`config.mk`:
```
export PLATFORM = sky130hd
export DESIGN_NAME = adaptive_level_slicer_top
export DESIGN_NICKNAME = d
export VERILOG_FILES = /design/src/rtl/als_pkg.sv /design/src/rtl/als_div.sv /design/src/rtl/adaptive_level_slicer_top.sv
export SDC_FILE = /design/constraint.sdc
export NUM_CORES = 2
export LEC_CHECK = 0
export ABC_AREA = 1
export BUFFER_PORTS_ARGS = -buffer_cell sky130_fd_sc_hd__buf_2
export CORE_MARGIN = 3
export CORE_UTILIZATION = 40
export DETAILED_ROUTE_END_ITERATION = 16
export PLACE_DENSITY = 0.58
export SYNTH_ARGS = -nofsm -noshare
export SYNTH_HDL_FRONTEND = slang
export SYNTH_HIERARCHICAL = 1
export SYNTH_SLANG_ARGS = --single-unit
```
`constraint.sdc`:
```
create_clock -name clk -period 7.1 [get_ports clk]
set_input_delay 0.71 -clock clk [delete_from_list [all_inputs] [get_ports clk]]
set_output_delay 0.71 -clock clk [all_outputs]
set_load 0.02 [all_outputs]
```
`src/rtl/als_pkg.sv`:
```
package als_pkg;

    localparam int QUOT_BITS = 15;
    localparam int CNT_W = 4;
    localparam int LEVEL_FRAC = 14;
    localparam int CONF_FRAC = 15;
    localparam int PADDR_W = 4;
    localparam int PDATA_W = 32;
    localparam int OUT_DATA_W = 72;

    localparam logic [15:0] LEVEL_MAX = 16'd24576;
    localparam logic [15:0] CONF_ONE = 16'd32768;
    localparam logic [13:0] QUARTER_Q15 = 14'd8192;

    localparam logic [1:0] REG_DC_RATE = 2'd0;
    localparam logic [1:0] REG_ATTACK_RATE = 2'd1;
    localparam logic [1:0] REG_RELEASE_RATE = 2'd2;
    localparam logic [1:0] REG_ENVELOPE_FLOOR = 2'd3;

    localparam logic [1:0] SYM_HIGH = 2'd0;
    localparam logic [1:0] SYM_MID_HIGH = 2'd1;
    localparam logic [1:0] SYM_MID_LOW = 2'd2;
    localparam logic [1:0] SYM_LOW = 2'd3;

    typedef struct packed {
        logic                 done;
        logic                 rem_nz;
        logic [QUOT_BITS-1:0] quot;
    } div_status_t;

endpackage

```
`src/rtl/als_div.sv`:
```
module als_div #(
    parameter int NUM_W = 47
) (
    input  logic                  clk,
    input  logic                  rst_n,
    input  logic                  start,
    input  logic [NUM_W-1:0]      num,
    input  logic [NUM_W-1:0]      den,
    output als_pkg::div_status_t  status
);

    logic [NUM_W-1:0] rem_reg, rem_next;
    logic [NUM_W-1:0] dsh_reg, dsh_next;
    logic [als_pkg::QUOT_BITS-1:0] quot_reg, quot_next;
    logic [als_pkg::CNT_W-1:0] cnt_reg, cnt_next;
    logic busy_reg, busy_next;
    logic done_reg, done_next;
    logic [NUM_W:0] trial;
    logic fits;

    assign trial = {1'b0, rem_reg} - {1'b0, dsh_reg};
    assign fits = ~trial[NUM_W];

    always_comb
    begin
        rem_next = rem_reg;
        dsh_next = dsh_reg;
        quot_next = quot_reg;
        cnt_next = cnt_reg;
        busy_next = busy_reg;
        done_next = 1'b0;
        if (start)
        begin
            rem_next = num;
            dsh_next = den << (als_pkg::QUOT_BITS - 1);
            quot_next = '0;
            cnt_next = als_pkg::CNT_W'(als_pkg::QUOT_BITS);
            busy_next = 1'b1;
        end
        else if (busy_reg)
        begin
            if (fits)
            begin
                rem_next = trial[NUM_W-1:0];
            end
            quot_next = {quot_reg[als_pkg::QUOT_BITS-2:0], fits};
            dsh_next = dsh_reg >> 1;
            cnt_next = cnt_reg - als_pkg::CNT_W'(1);
            if (cnt_reg == als_pkg::CNT_W'(1))
            begin
                busy_next = 1'b0;
                done_next = 1'b1;
            end
        end
    end

    always_ff @(posedge clk or negedge rst_n)
    begin
        if (!rst_n)
        begin
            cnt_reg <= '0;
            busy_reg <= 1'b0;
            done_reg <= 1'b0;
        end
        else
        begin
            cnt_reg <= cnt_next;
            busy_reg <= busy_next;
            done_reg <= done_next;
        end
    end

    always_ff @(posedge clk)
    begin
        rem_reg <= rem_next;
        dsh_reg <= dsh_next;
        quot_reg <= quot_next;
    end

    assign status.done = done_reg;
    assign status.rem_nz = (rem_reg != '0);
    assign status.quot = quot_reg;

endmodule

```
`src/rtl/adaptive_level_slicer_top.sv`:
```
// The input is not ready while a sample is processed or while its result waits
// for the output to take it. The shared multiplier is used twice and the shared
// radix-2 divider runs 15 steps twice per sample.
// Reset: asynchronous, active low; registers take their defaults, the DC
// estimate clears and the envelope starts at the reset floor.
module adaptive_level_slicer_top #(
    parameter int SAMPLE_BITS = 16,
    parameter int ACC_FRAC_BITS = 16
) (
    input  logic                                  clk,
    input  logic                                  rst_n,
    input  logic                                  s_axis_tvalid,
    output logic                                  s_axis_tready,
    // audio_sample in the low SAMPLE_BITS bits, zero padding above.
    input  logic [((SAMPLE_BITS + 7) / 8) * 8 - 1:0] s_axis_tdata,
    output logic                                  m_axis_tvalid,
    input  logic                                  m_axis_tready,
    // two_level_symbol, four_level_symbol, slice_level, signal_confidence,
    // dc_estimate, envelope_estimate, zero padding.
    output logic [als_pkg::OUT_DATA_W-1:0]        m_axis_tdata,
    input  logic                                  psel,
    input  logic                                  penable,
    input  logic                                  pwrite,
    input  logic [als_pkg::PADDR_W-1:0]           paddr,
    input  logic [als_pkg::PDATA_W-1:0]           pwdata,
    output logic [als_pkg::PDATA_W-1:0]           prdata,
    output logic                                  pready
);

    localparam int ACC_W = SAMPLE_BITS + ACC_FRAC_BITS;
    localparam int OUT_SHIFT = ACC_W - 16;
    localparam int DIV_W = ACC_W + als_pkg::QUOT_BITS;

    typedef enum logic [3:0] {
        S_IDLE,
        S_DC_LOAD,
        S_DC_MUL,
        S_DC_UPD,
        S_DIFF,
        S_ENV_LOAD,
        S_ENV_MUL,
        S_ENV_UPD,
        S_LVL_SET,
        S_LVL_DIV,
        S_CONF_DIV,
        S_DONE
    } state_t;

    state_t state_reg, state_next;

    logic [15:0] dc_rate_reg, dc_rate_next;
    logic [15:0] attack_rate_reg, attack_rate_next;
    logic [15:0] release_rate_reg, release_rate_next;
    logic [12:0] floor_reg, floor_next;

    logic [ACC_W-1:0] x_reg, x_next;
    logic [ACC_W-1:0] dc_reg, dc_next;
    logic [ACC_W-1:0] env_reg, env_next;
    logic [ACC_W-1:0] mag_reg, mag_next;
    logic neg_reg, neg_next;
    logic sat_reg, sat_next;
    logic [1:0] four_reg, four_next;
    logic [15:0] level_reg, level_next;
    logic [15:0] conf_reg, conf_next;
    logic [ACC_W:0] mul_a_reg, mul_a_next;
    logic [15:0] mul_b_reg, mul_b_next;
    logic signed [ACC_W+17:0] prod_reg, prod_next;
    logic m_valid_reg, m_valid_next;
    logic [als_pkg::OUT_DATA_W-1:0] out_data_reg, out_data_next;

    logic cfg_write;
    logic [12:0] floor_eff;
    logic [ACC_W-1:0] fl_acc;
    logic [ACC_W:0] x_minus_dc;
    logic [ACC_W:0] neg_x_minus_dc;
    logic [ACC_W:0] mag_minus_env;
    logic signed [ACC_W+17:0] mul_prod;
    logic [ACC_W+1:0] step;
    logic [ACC_W+1:0] dc_sum;
    logic [ACC_W+1:0] env_sum;
    logic [ACC_W+1:0] mag_x3;
    logic [ACC_W+1:0] env_x2;
    logic [15:0] lvl_q;
    logic [15:0] lvl_mag;
    logic div_start;
    logic [DIV_W-1:0] div_num;
    logic [DIV_W-1:0] div_den;
    als_pkg::div_status_t div_status;

    als_div #(
        .NUM_W(DIV_W)
    ) u_div (
        .clk(clk),
        .rst_n(rst_n),
        .start(div_start),
        .num(div_num),
        .den(div_den),
        .status(div_status)
    );

    assign cfg_write = psel & penable & pwrite;
    assign pready = 1'b1;

    always_comb
    begin
        case (paddr[3:2])
            als_pkg::REG_DC_RATE: prdata = {16'd0, dc_rate_reg};
            als_pkg::REG_ATTACK_RATE: prdata = {16'd0, attack_rate_reg};
            als_pkg::REG_RELEASE_RATE: prdata = {16'd0, release_rate_reg};
            als_pkg::REG_ENVELOPE_FLOOR: prdata = {19'd0, floor_reg};
            default: prdata = '0;
        endcase
    end

    assign floor_eff = (floor_reg == 13'd0) ? 13'd1 : floor_reg;
    assign fl_acc = ACC_W'(floor_eff) << OUT_SHIFT;

    assign x_minus_dc = {x_reg[ACC_W-1], x_reg} - {dc_reg[ACC_W-1], dc_reg};
    assign neg_x_minus_dc = -x_minus_dc;
    assign mag_minus_env = {1'b0, mag_reg} - {1'b0, env_reg};
    assign mul_prod = $signed({{17{mul_a_reg[ACC_W]}}, mul_a_reg})
                      * $signed({{(ACC_W + 1){1'b0}}, mul_b_reg});
    assign step = prod_reg[ACC_W+17:16];
    assign dc_sum = {{2{dc_reg[ACC_W-1]}}, dc_reg} + step;
    assign env_sum = {2'b00, env_reg} + step;
    assign mag_x3 = {1'b0, mag_reg, 1'b0} + {2'b00, mag_reg};
    assign env_x2 = {1'b0, env_reg, 1'b0};

    assign lvl_q = {1'b0, div_status.quot} + {15'd0, neg_reg & div_status.rem_nz};
    assign lvl_mag = (sat_reg || (lvl_q > als_pkg::LEVEL_MAX)) ? als_pkg::LEVEL_MAX : lvl_q;

    always_comb
    begin
        div_start = 1'b0;
        div_num = DIV_W'({mag_reg, {als_pkg::LEVEL_FRAC{1'b0}}});
        div_den = DIV_W'(env_reg);
        if (state_reg == S_LVL_SET)
        begin
            div_start = 1'b1;
        end
        else if (state_reg == S_LVL_DIV)
        begin
            div_start = div_status.done;
            div_num = DIV_W'({env_reg - fl_acc, {als_pkg::CONF_FRAC{1'b0}}});
            div_den = DIV_W'({1'b0, als_pkg::QUARTER_Q15 - {1'b0, floor_eff}}) << OUT_SHIFT;
        end
    end

    always_comb
    begin
        state_next = state_reg;
        dc_rate_next = dc_rate_reg;
        attack_rate_next = attack_rate_reg;
        release_rate_next = release_rate_reg;
        floor_next = floor_reg;
        x_next = x_reg;
        dc_next = dc_reg;
        env_next = env_reg;
        mag_next = mag_reg;
        neg_next = neg_reg;
        sat_next = sat_reg;
        four_next = four_reg;
        level_next = level_reg;
        conf_next = conf_reg;
        mul_a_next = mul_a_reg;
        mul_b_next = mul_b_reg;
        prod_next = prod_reg;
        out_data_next = out_data_reg;
        m_valid_next = m_valid_reg & ~m_axis_tready;

        if (cfg_write)
        begin
            case (paddr[3:2])
                als_pkg::REG_DC_RATE: dc_rate_next = pwdata[15:0];
                als_pkg::REG_ATTACK_RATE: attack_rate_next = pwdata[15:0];
                als_pkg::REG_RELEASE_RATE: release_rate_next = pwdata[15:0];
                als_pkg::REG_ENVELOPE_FLOOR: floor_next = pwdata[12:0];
                default: floor_next = floor_reg;
            endcase
        end

        case (state_reg)
            S_IDLE:
            begin
                if (s_axis_tvalid)
                begin
                    x_next = {s_axis_tdata[SAMPLE_BITS-1:0], {ACC_FRAC_BITS{1'b0}}};
                    state_next = S_DC_LOAD;
                end
            end
            S_DC_LOAD:
            begin
                mul_a_next = x_minus_dc;
                mul_b_next = dc_rate_reg;
                state_next = S_DC_MUL;
            end
            S_DC_MUL:
            begin
                prod_next = mul_prod;
                state_next = S_DC_UPD;
            end
            S_DC_UPD:
            begin
                dc_next = dc_sum[ACC_W-1:0];
                state_next = S_DIFF;
            end
            S_DIFF:
            begin
                neg_next = x_minus_dc[ACC_W];
                mag_next = x_minus_dc[ACC_W] ? neg_x_minus_dc[ACC_W-1:0]
                                             : x_minus_dc[ACC_W-1:0];
                state_next = S_ENV_LOAD;
            end
            S_ENV_LOAD:
            begin
                mul_a_next = mag_minus_env;
                mul_b_next = (!mag_minus_env[ACC_W] && (mag_minus_env != '0))
                             ? attack_rate_reg : release_rate_reg;
                state_next = S_ENV_MUL;
            end
            S_ENV_MUL:
            begin
                prod_next = mul_prod;
                state_next = S_ENV_UPD;
            end
            S_ENV_UPD:
            begin
                env_next = (env_sum[ACC_W-1:0] < fl_acc) ? fl_acc : env_sum[ACC_W-1:0];
                state_next = S_LVL_SET;
            end
            S_LVL_SET:
            begin
                sat_next = ({2'b00, mag_reg} >= env_x2);
                if (!neg_reg)
                begin
                    four_next = (mag_x3 >= env_x2) ? als_pkg::SYM_HIGH
                                                   : als_pkg::SYM_MID_HIGH;
                end
                else
                begin
                    four_next = (mag_x3 <= env_x2) ? als_pkg::SYM_MID_LOW
                                                   : als_pkg::SYM_LOW;
                end
                state_next = S_LVL_DIV;
            end
            S_LVL_DIV:
            begin
                if (div_status.done)
                begin
                    level_next = neg_reg ? (16'd0 - lvl_mag) : lvl_mag;
                    state_next = S_CONF_DIV;
                end
            end
            S_CONF_DIV:
            begin
                if (div_status.done)
                begin
                    conf_next = (env_reg[ACC_W-1 -: 3] != 3'd0) ? als_pkg::CONF_ONE
                                                                : {1'b0, div_status.quot};
                    state_next = S_DONE;
                end
            end
            S_DONE:
            begin
                if (!m_valid_reg || m_axis_tready)
                begin
                    out_data_next = {4'd0,
                                     env_reg[ACC_W-1 -: 16],
                                     dc_reg[ACC_W-1 -: 16],
                                     conf_reg,
                                     level_reg,
                                     four_reg,
                                     neg_reg ? als_pkg::SYM_LOW : als_pkg::SYM_HIGH};
                    m_valid_next = 1'b1;
                    state_next = S_IDLE;
                end
            end
            default:
            begin
                state_next = S_IDLE;
            end
        endcase
    end

    always_ff @(posedge clk or negedge rst_n)
    begin
        if (!rst_n)
        begin
            state_reg <= S_IDLE;
            dc_rate_reg <= 16'd66;
            attack_rate_reg <= 16'd5243;
            release_rate_reg <= 16'd66;
            floor_reg <= 13'd655;
            x_reg <= '0;
            dc_reg <= '0;
            env_reg <= ACC_W'(13'd655) << OUT_SHIFT;
            mag_reg <= '0;
            neg_reg <= 1'b0;
            sat_reg <= 1'b0;
            four_reg <= als_pkg::SYM_HIGH;
            level_reg <= '0;
            conf_reg <= '0;
            mul_a_reg <= '0;
            mul_b_reg <= '0;
            prod_reg <= '0;
            m_valid_reg <= 1'b0;
            out_data_reg <= '0;
        end
        else
        begin
            state_reg <= state_next;
            dc_rate_reg <= dc_rate_next;
            attack_rate_reg <= attack_rate_next;
            release_rate_reg <= release_rate_next;
            floor_reg <= floor_next;
            x_reg <= x_next;
            dc_reg <= dc_next;
            env_reg <= env_next;
            mag_reg <= mag_next;
            neg_reg <= neg_next;
            sat_reg <= sat_next;
            four_reg <= four_next;
            level_reg <= level_next;
            conf_reg <= conf_next;
            mul_a_reg <= mul_a_next;
            mul_b_reg <= mul_b_next;
            prod_reg <= prod_next;
            m_valid_reg <= m_valid_next;
            out_data_reg <= out_data_next;
        end
    end

    assign s_axis_tready = (state_reg == S_IDLE);
    assign m_axis_tvalid = m_valid_reg;
    assign m_axis_tdata = out_data_reg;

endmodule

```
Word level (Yosys, flattened, before mapping)
Cells that the tools add are included.

Register bits: 494. Input port bits: 59. Output and inout bits: 107. Logic and storage cells: 134.

Add/sub/neg operators: 12. $mul: 1. $lt $le $gt $ge: 5. Equal/unequal tests: 20. Mux-type cells: 40. Bitwise logic cells: 6. Reduce and logical (&&, ||, !) cells: 24.

Operators by type and width (number): $mux 47 (7); $mux 32 (4); $pmux 32 s4 (1); $pmux 33 s2 (1); $sub 32x32->33 (2); $add 32x32->32 (2); $mux 16 (4); $mul 33x17->48 (1); $pmux 4 s12 (1); $sub 47x47->48 (1); $reduce_bool 47->1 (1); $add 33x32->34 (1); $ge 34x33->1 (1); $le 34x33->1 (1); $ge 32x33->1 (1); $reduce_bool 33->1 (1); $lt 32x29->1 (1); $neg 32->32 (1); $pmux 16 s2 (1); $sub 32x29->32 (1); $mux 4 (6); $reduce_and 2->1 (9); $add 15x1->16 (1); $eq 4x3->1 const B (4); other kinds (26) (54).

Logic depth before layout (Yosys ltp)
Depth after elaboration: 8. Mapped depth: 31. Mapped depth without buffers: 30.

Hierarchy
Netlist, hierarchy kept.

By module, submodules not included: adaptive_level_slicer_top (instances 1, cells an instance 6661, area an instance 47715.8 um^2, seq. area each 9088.7 um^2); als_div (instances 1, cells an instance 1318, area an instance 8873.5 um^2, seq. area each 3133.0 um^2).

Worst setup path before layout
Ideal clock, no wire load.

Path kind: reg-to-reg. From: reg mul_a_reg[7]. To: reg prod_reg[33]. Library setup time: 0.118 ns. Data arrival time: 5.793 ns. Data required time: 6.982 ns. Slack: 1.189 ns. Cell stages (with the launch flop): 28. Path buffers: 2. Clock period less this slack: 5.911 ns. Cells stage by stage: dfrtp_1 clkbuf_1 clkbuf_1 nand2_1 fa_1 inv_1 fa_1 inv_1 fa_1 inv_1 fa_1 fa_1 inv_1 fa_1 inv_1 ha_1 a21oi_1 inv_1 a31oi_1 inv_1 a21oi_1 o21ai_0 nand2_1 nand2_1 a21o_1 or2_2 nand3_1 nand2_1.

Longest elaborated chain between the ends: 1.

Ends and longest elaborated chain: from (decl) (line adaptive_level_slicer_top.sv:65) `logic [ACC_W:0] mul_a_reg, mul_a_next;`; from (signal assigned) (line adaptive_level_slicer_top.sv:325) `mul_a_reg <= mul_a_next;`; $mul 33x17->48 (line adaptive_level_slicer_top.sv:122) `* $signed({{(ACC_W + 1){1'b0}}, mul_b_reg});`; to (signal assigned) (line adaptive_level_slicer_top.sv:327) `prod_reg <= prod_next;`; to (decl) (line adaptive_level_slicer_top.sv:67) `logic signed [ACC_W+17:0] prod_reg, prod_next;`.

No other way between the ends. A chain may end at the register's enable or synchronous reset.

Worst setup path after layout
From: reg mul_b_reg[5]. To: reg prod_reg[42].

Longest elaborated chain between the ends: 1.

Ends and longest elaborated chain: from (decl) (line adaptive_level_slicer_top.sv:66) `logic [15:0] mul_b_reg, mul_b_next;`; from (signal assigned) (line adaptive_level_slicer_top.sv:326) `mul_b_reg <= mul_b_next;`; $mul 33x17->48 (line adaptive_level_slicer_top.sv:122).

No other way between the ends.

==> summary.md <==
| Metric | Value |
|---|---|
| Clock Pin Slew Worst Setup and Hold Paths | 0.06 ns |
| Area delta synth->final | 8.698% |
| Critical Path Fanout Max | 14 |
| Async set-reset flop share out of synthesis | 77.15% |
| GR Overflow Total | 0 |
| Vias per Instance | 5.162 |
| Status | finished clean |
| RSZ-0062 raised after global routing | false |
| Avg Cell Area, Syn | about 7.1 µm² |
| Setup crit end kind | flip-flop |
| Core outline area | 140000 µm² |
| Post-synth EDFFs | 80 |
| Total wire length | 199200 µm |
| R2R setup slack | 0.49 ns |
| Max Cap Viol | 0 |
| First-pass GRT wire length | 306000 µm |
| Max reg flops | 67 |
| Synth area leaders | fa_1, nand2_1, dfrtp_1 |
| First-iteration detailed-routing DRC count | slightly above 4000 |
| Clock Sink Count | 477 |
| Synth area leader | fa_1 |
| Clock H-tree levels | 2 |
| GPL Wtd Cong | 0.9883 |
| Library cells used by synthesis | 72 |
| Total global-route track usage | 27.16% |
| Ys flop type | dfrtp_1 |
| Final setup vio count | 0 |
| Fin crit period | 6.606 ns |
| Register bit total from synthesis | roughly 480 |
| Io pins | 166 |
| Final core utilization | 43.92% |
| Post-Synthesis Cell Area | 56590 µm² |
| Nets | 8987 |
| # rows | about 140 |
| Area of the die | 146000 µm² |
| Fmax | 0.1514 GHz |
| Layout cell share with drive strength beyond 1 | 7.643% |
| Req. time, crit path | 7.66 ns |
| Critical path arrival | 7.17 ns |
| IO buf count | 126 |
| Initial antenna violation count | 15 |
| Synthesized instance count | 7979 |
| Final std cells w/o fill | 9964 |
| Commonest non-fill, non-tap cells in the layout | nand2_1, inv_1, fa_1 |
| Sum Neg Setup Slack | 0 ns |
| Sequential share of the synthesized area | 21.60% |
| Cts hold-fix bufs | 0 |
| Clock latency at the later pin of the worst-skew pair | 0.67 ns |
| Final hold viol count | 0 |
| Detailed-route DRC error count | 0 |
| PostCTS Resize Cnt | 0 |
| Clock Skews | 0.04351 ns |
| Reg-to-Reg End | prod_reg[42]$_DFFE_PN0P_ |
| Largest net degree at the start of global routing | 133 |
| Longest Clk Path Bufs | 3 |
| Via count | 51430 |
| Die span in y | between 300 and 400 µm |
| Top cell type's share of synthesized area | 17.51% |
| CTS tree | built |
| Worst-case reg-to-reg path depth | 19 |
| Pre-antenna DRT Iters | 8 |
| Placed insts | a little under 10000 |
| Max-slew violation count | 0 |
| Vias in the first global route | 51220 |
| Wire per inst | 20.00 µm |
| RR Startpoint | mul_b_reg[5]$_DFFE_PN0P_ |
| Worst hold path type | in -> async |
| Total number of yosys warnings | 6 |
| Setup Buffers After CTS | 0 |
| Worst Tran Pin Value | around 1.2 ns |
| Post-route ant nets | 0 |
| Crit Path Category | reg -> reg |
| Clock buffer count from CTS | 59 |
| Die X | 382.1 µm |
| Commonest non-fill, non-tap cell in the layout | nand2_1 |
| Fin crit share | 93.04% |
| Slew HR | between 20% and 30% |
| Startpoint Class | flip-flop |
| Initial Utilization | 40.41% |
| Clk root buf | clkbuf_16 |
| HPWL after detailed placement | 164000 µm |
-- worst max path at each step --
| stage | from | slack, ns | endpoint |
|---|---|---|---|
| 2_1_floorplan | mul_a_reg[7]$_DFFE_PN0P_ | 1.19 | prod_reg[33]$_DFFE_PN0P_ |
| 3_3_place_gp | mul_a_reg[9]$_DFFE_PN0P_ | 0.53 | prod_reg[32]$_DFFE_PN0P_ |
| 3_5_place_dp | mul_b_reg[5]$_DFFE_PN0P_ | 0.52 | prod_reg[42]$_DFFE_PN0P_ |
| 4_1_cts | mul_b_reg[5]$_DFFE_PN0P_ | 0.45 | prod_reg[42]$_DFFE_PN0P_ |
| 5_1_grt | mul_a_reg[9]$_DFFE_PN0P_ | 0.11 | prod_reg[33]$_DFFE_PN0P_ |
| 6_report | mul_b_reg[5]$_DFFE_PN0P_ | 0.49 | prod_reg[42]$_DFFE_PN0P_ |
-- metrics by stage --
step | setup WS, ns | instance area, µm² | hold WS, ns
floorplan | 1.189 | 56720 | 0.4144
global placement | 0.5307 | 59530 | 0.4465
detailed placement | 0.5175 | 59530 | 0.4534
CTS | 0.4509 | 61510 | 0.03670
global route | 0.1140 | 61510 | 0.05508
finish | 0.4939 | 61510 | 0.008358
-- cell families (layout without fill, tap and decap cells) --
logic type / after synthesis / in the layout / synth area share [%]
other: 2 / 38 / 0.01327
flip-flops: 477 / 477 / 21.60
multiplexers: 30 / 30 / 0.5970
adder cells (fa/ha/maj): 892 / 892 / 26.29
XOR/XNOR: 168 / 168 / 2.706
AO/OA/AOI/OAI: 987 / 987 / 9.742
buffers and inverters: 1957 / 2030 / 13.23
AND/OR/NAND/NOR: 3466 / 3466 / 25.82
-- worst max-delay path, stage by stage, from the launching register on --
cell,delay (ns)
dfrtp_1,0.76
buf_4,0.34
nand2_1,0.12
fa_1,0.60
fa_1,0.50
inv_1,0.27
fa_1,0.50
fa_1,0.51
fa_1,0.51
inv_1,0.06
fa_1,0.49
inv_1,0.05
ha_1,0.34
a21oi_1,0.24
o21ai_0,0.24
a311oi_1,0.36
nand3_1,0.16
or2_2,0.30
nand3_1,0.07
nand2_1,0.05
-- cell usage after synthesis (all sizes together), types with 18 or more instances --
cell,count
nand2,2367
inv,1683
fa,495
nor2,481
o21ai,433
ha,397
nand3,354
dfrtp,344
a21oi,325
clkbuf,221
xor2,94
edfxtp,80
xnor2,74
nand4,72
nor3,62
or2,60
buf,49
o22ai,44
o211ai,32
mux2,30
dfxtp,29
a31oi,28
nor4,28
dfstp,24
o21bai,24
nand3b,20
a21o,18
-- cell type report --
| type | instances | area [µm²] |
|---|---|---|
| Clock inverter | 36 | 369.1 |
| Multi-Input combinational cell | 5579 | 37040 |
| Tap cell | 1876 | 2347 |
| Timing Repair Buffer | 232 | 1587 |
| Clock buffer | 75 | 1607 |
| Inverter | 1687 | 6332 |
| Antenna cell | 2 | 5.005 |
| Sequential cell | 477 | 12220 |
| Fill cell | 14630 | 78530 |
-- routing by layer --
metal | routed length (µm) | part of all wire, % | vias to the layer above | track usage, %
met3 | 13130 | 6.6 | 318 | 3.905
met4 | 8178 | 4.1 | 8 | 9.696
met2 | 90070 | 45 | 1566 | 43.91
li1 | - | - | 24670 | -
met5 | 51 | 0.026 | - | 0
met1 | 87800 | 44 | 24870 | 37.05
Power is left out: the tool's default activity adds up to more than one toggle a clock period on the data nets, which glitch-free logic cannot reach.
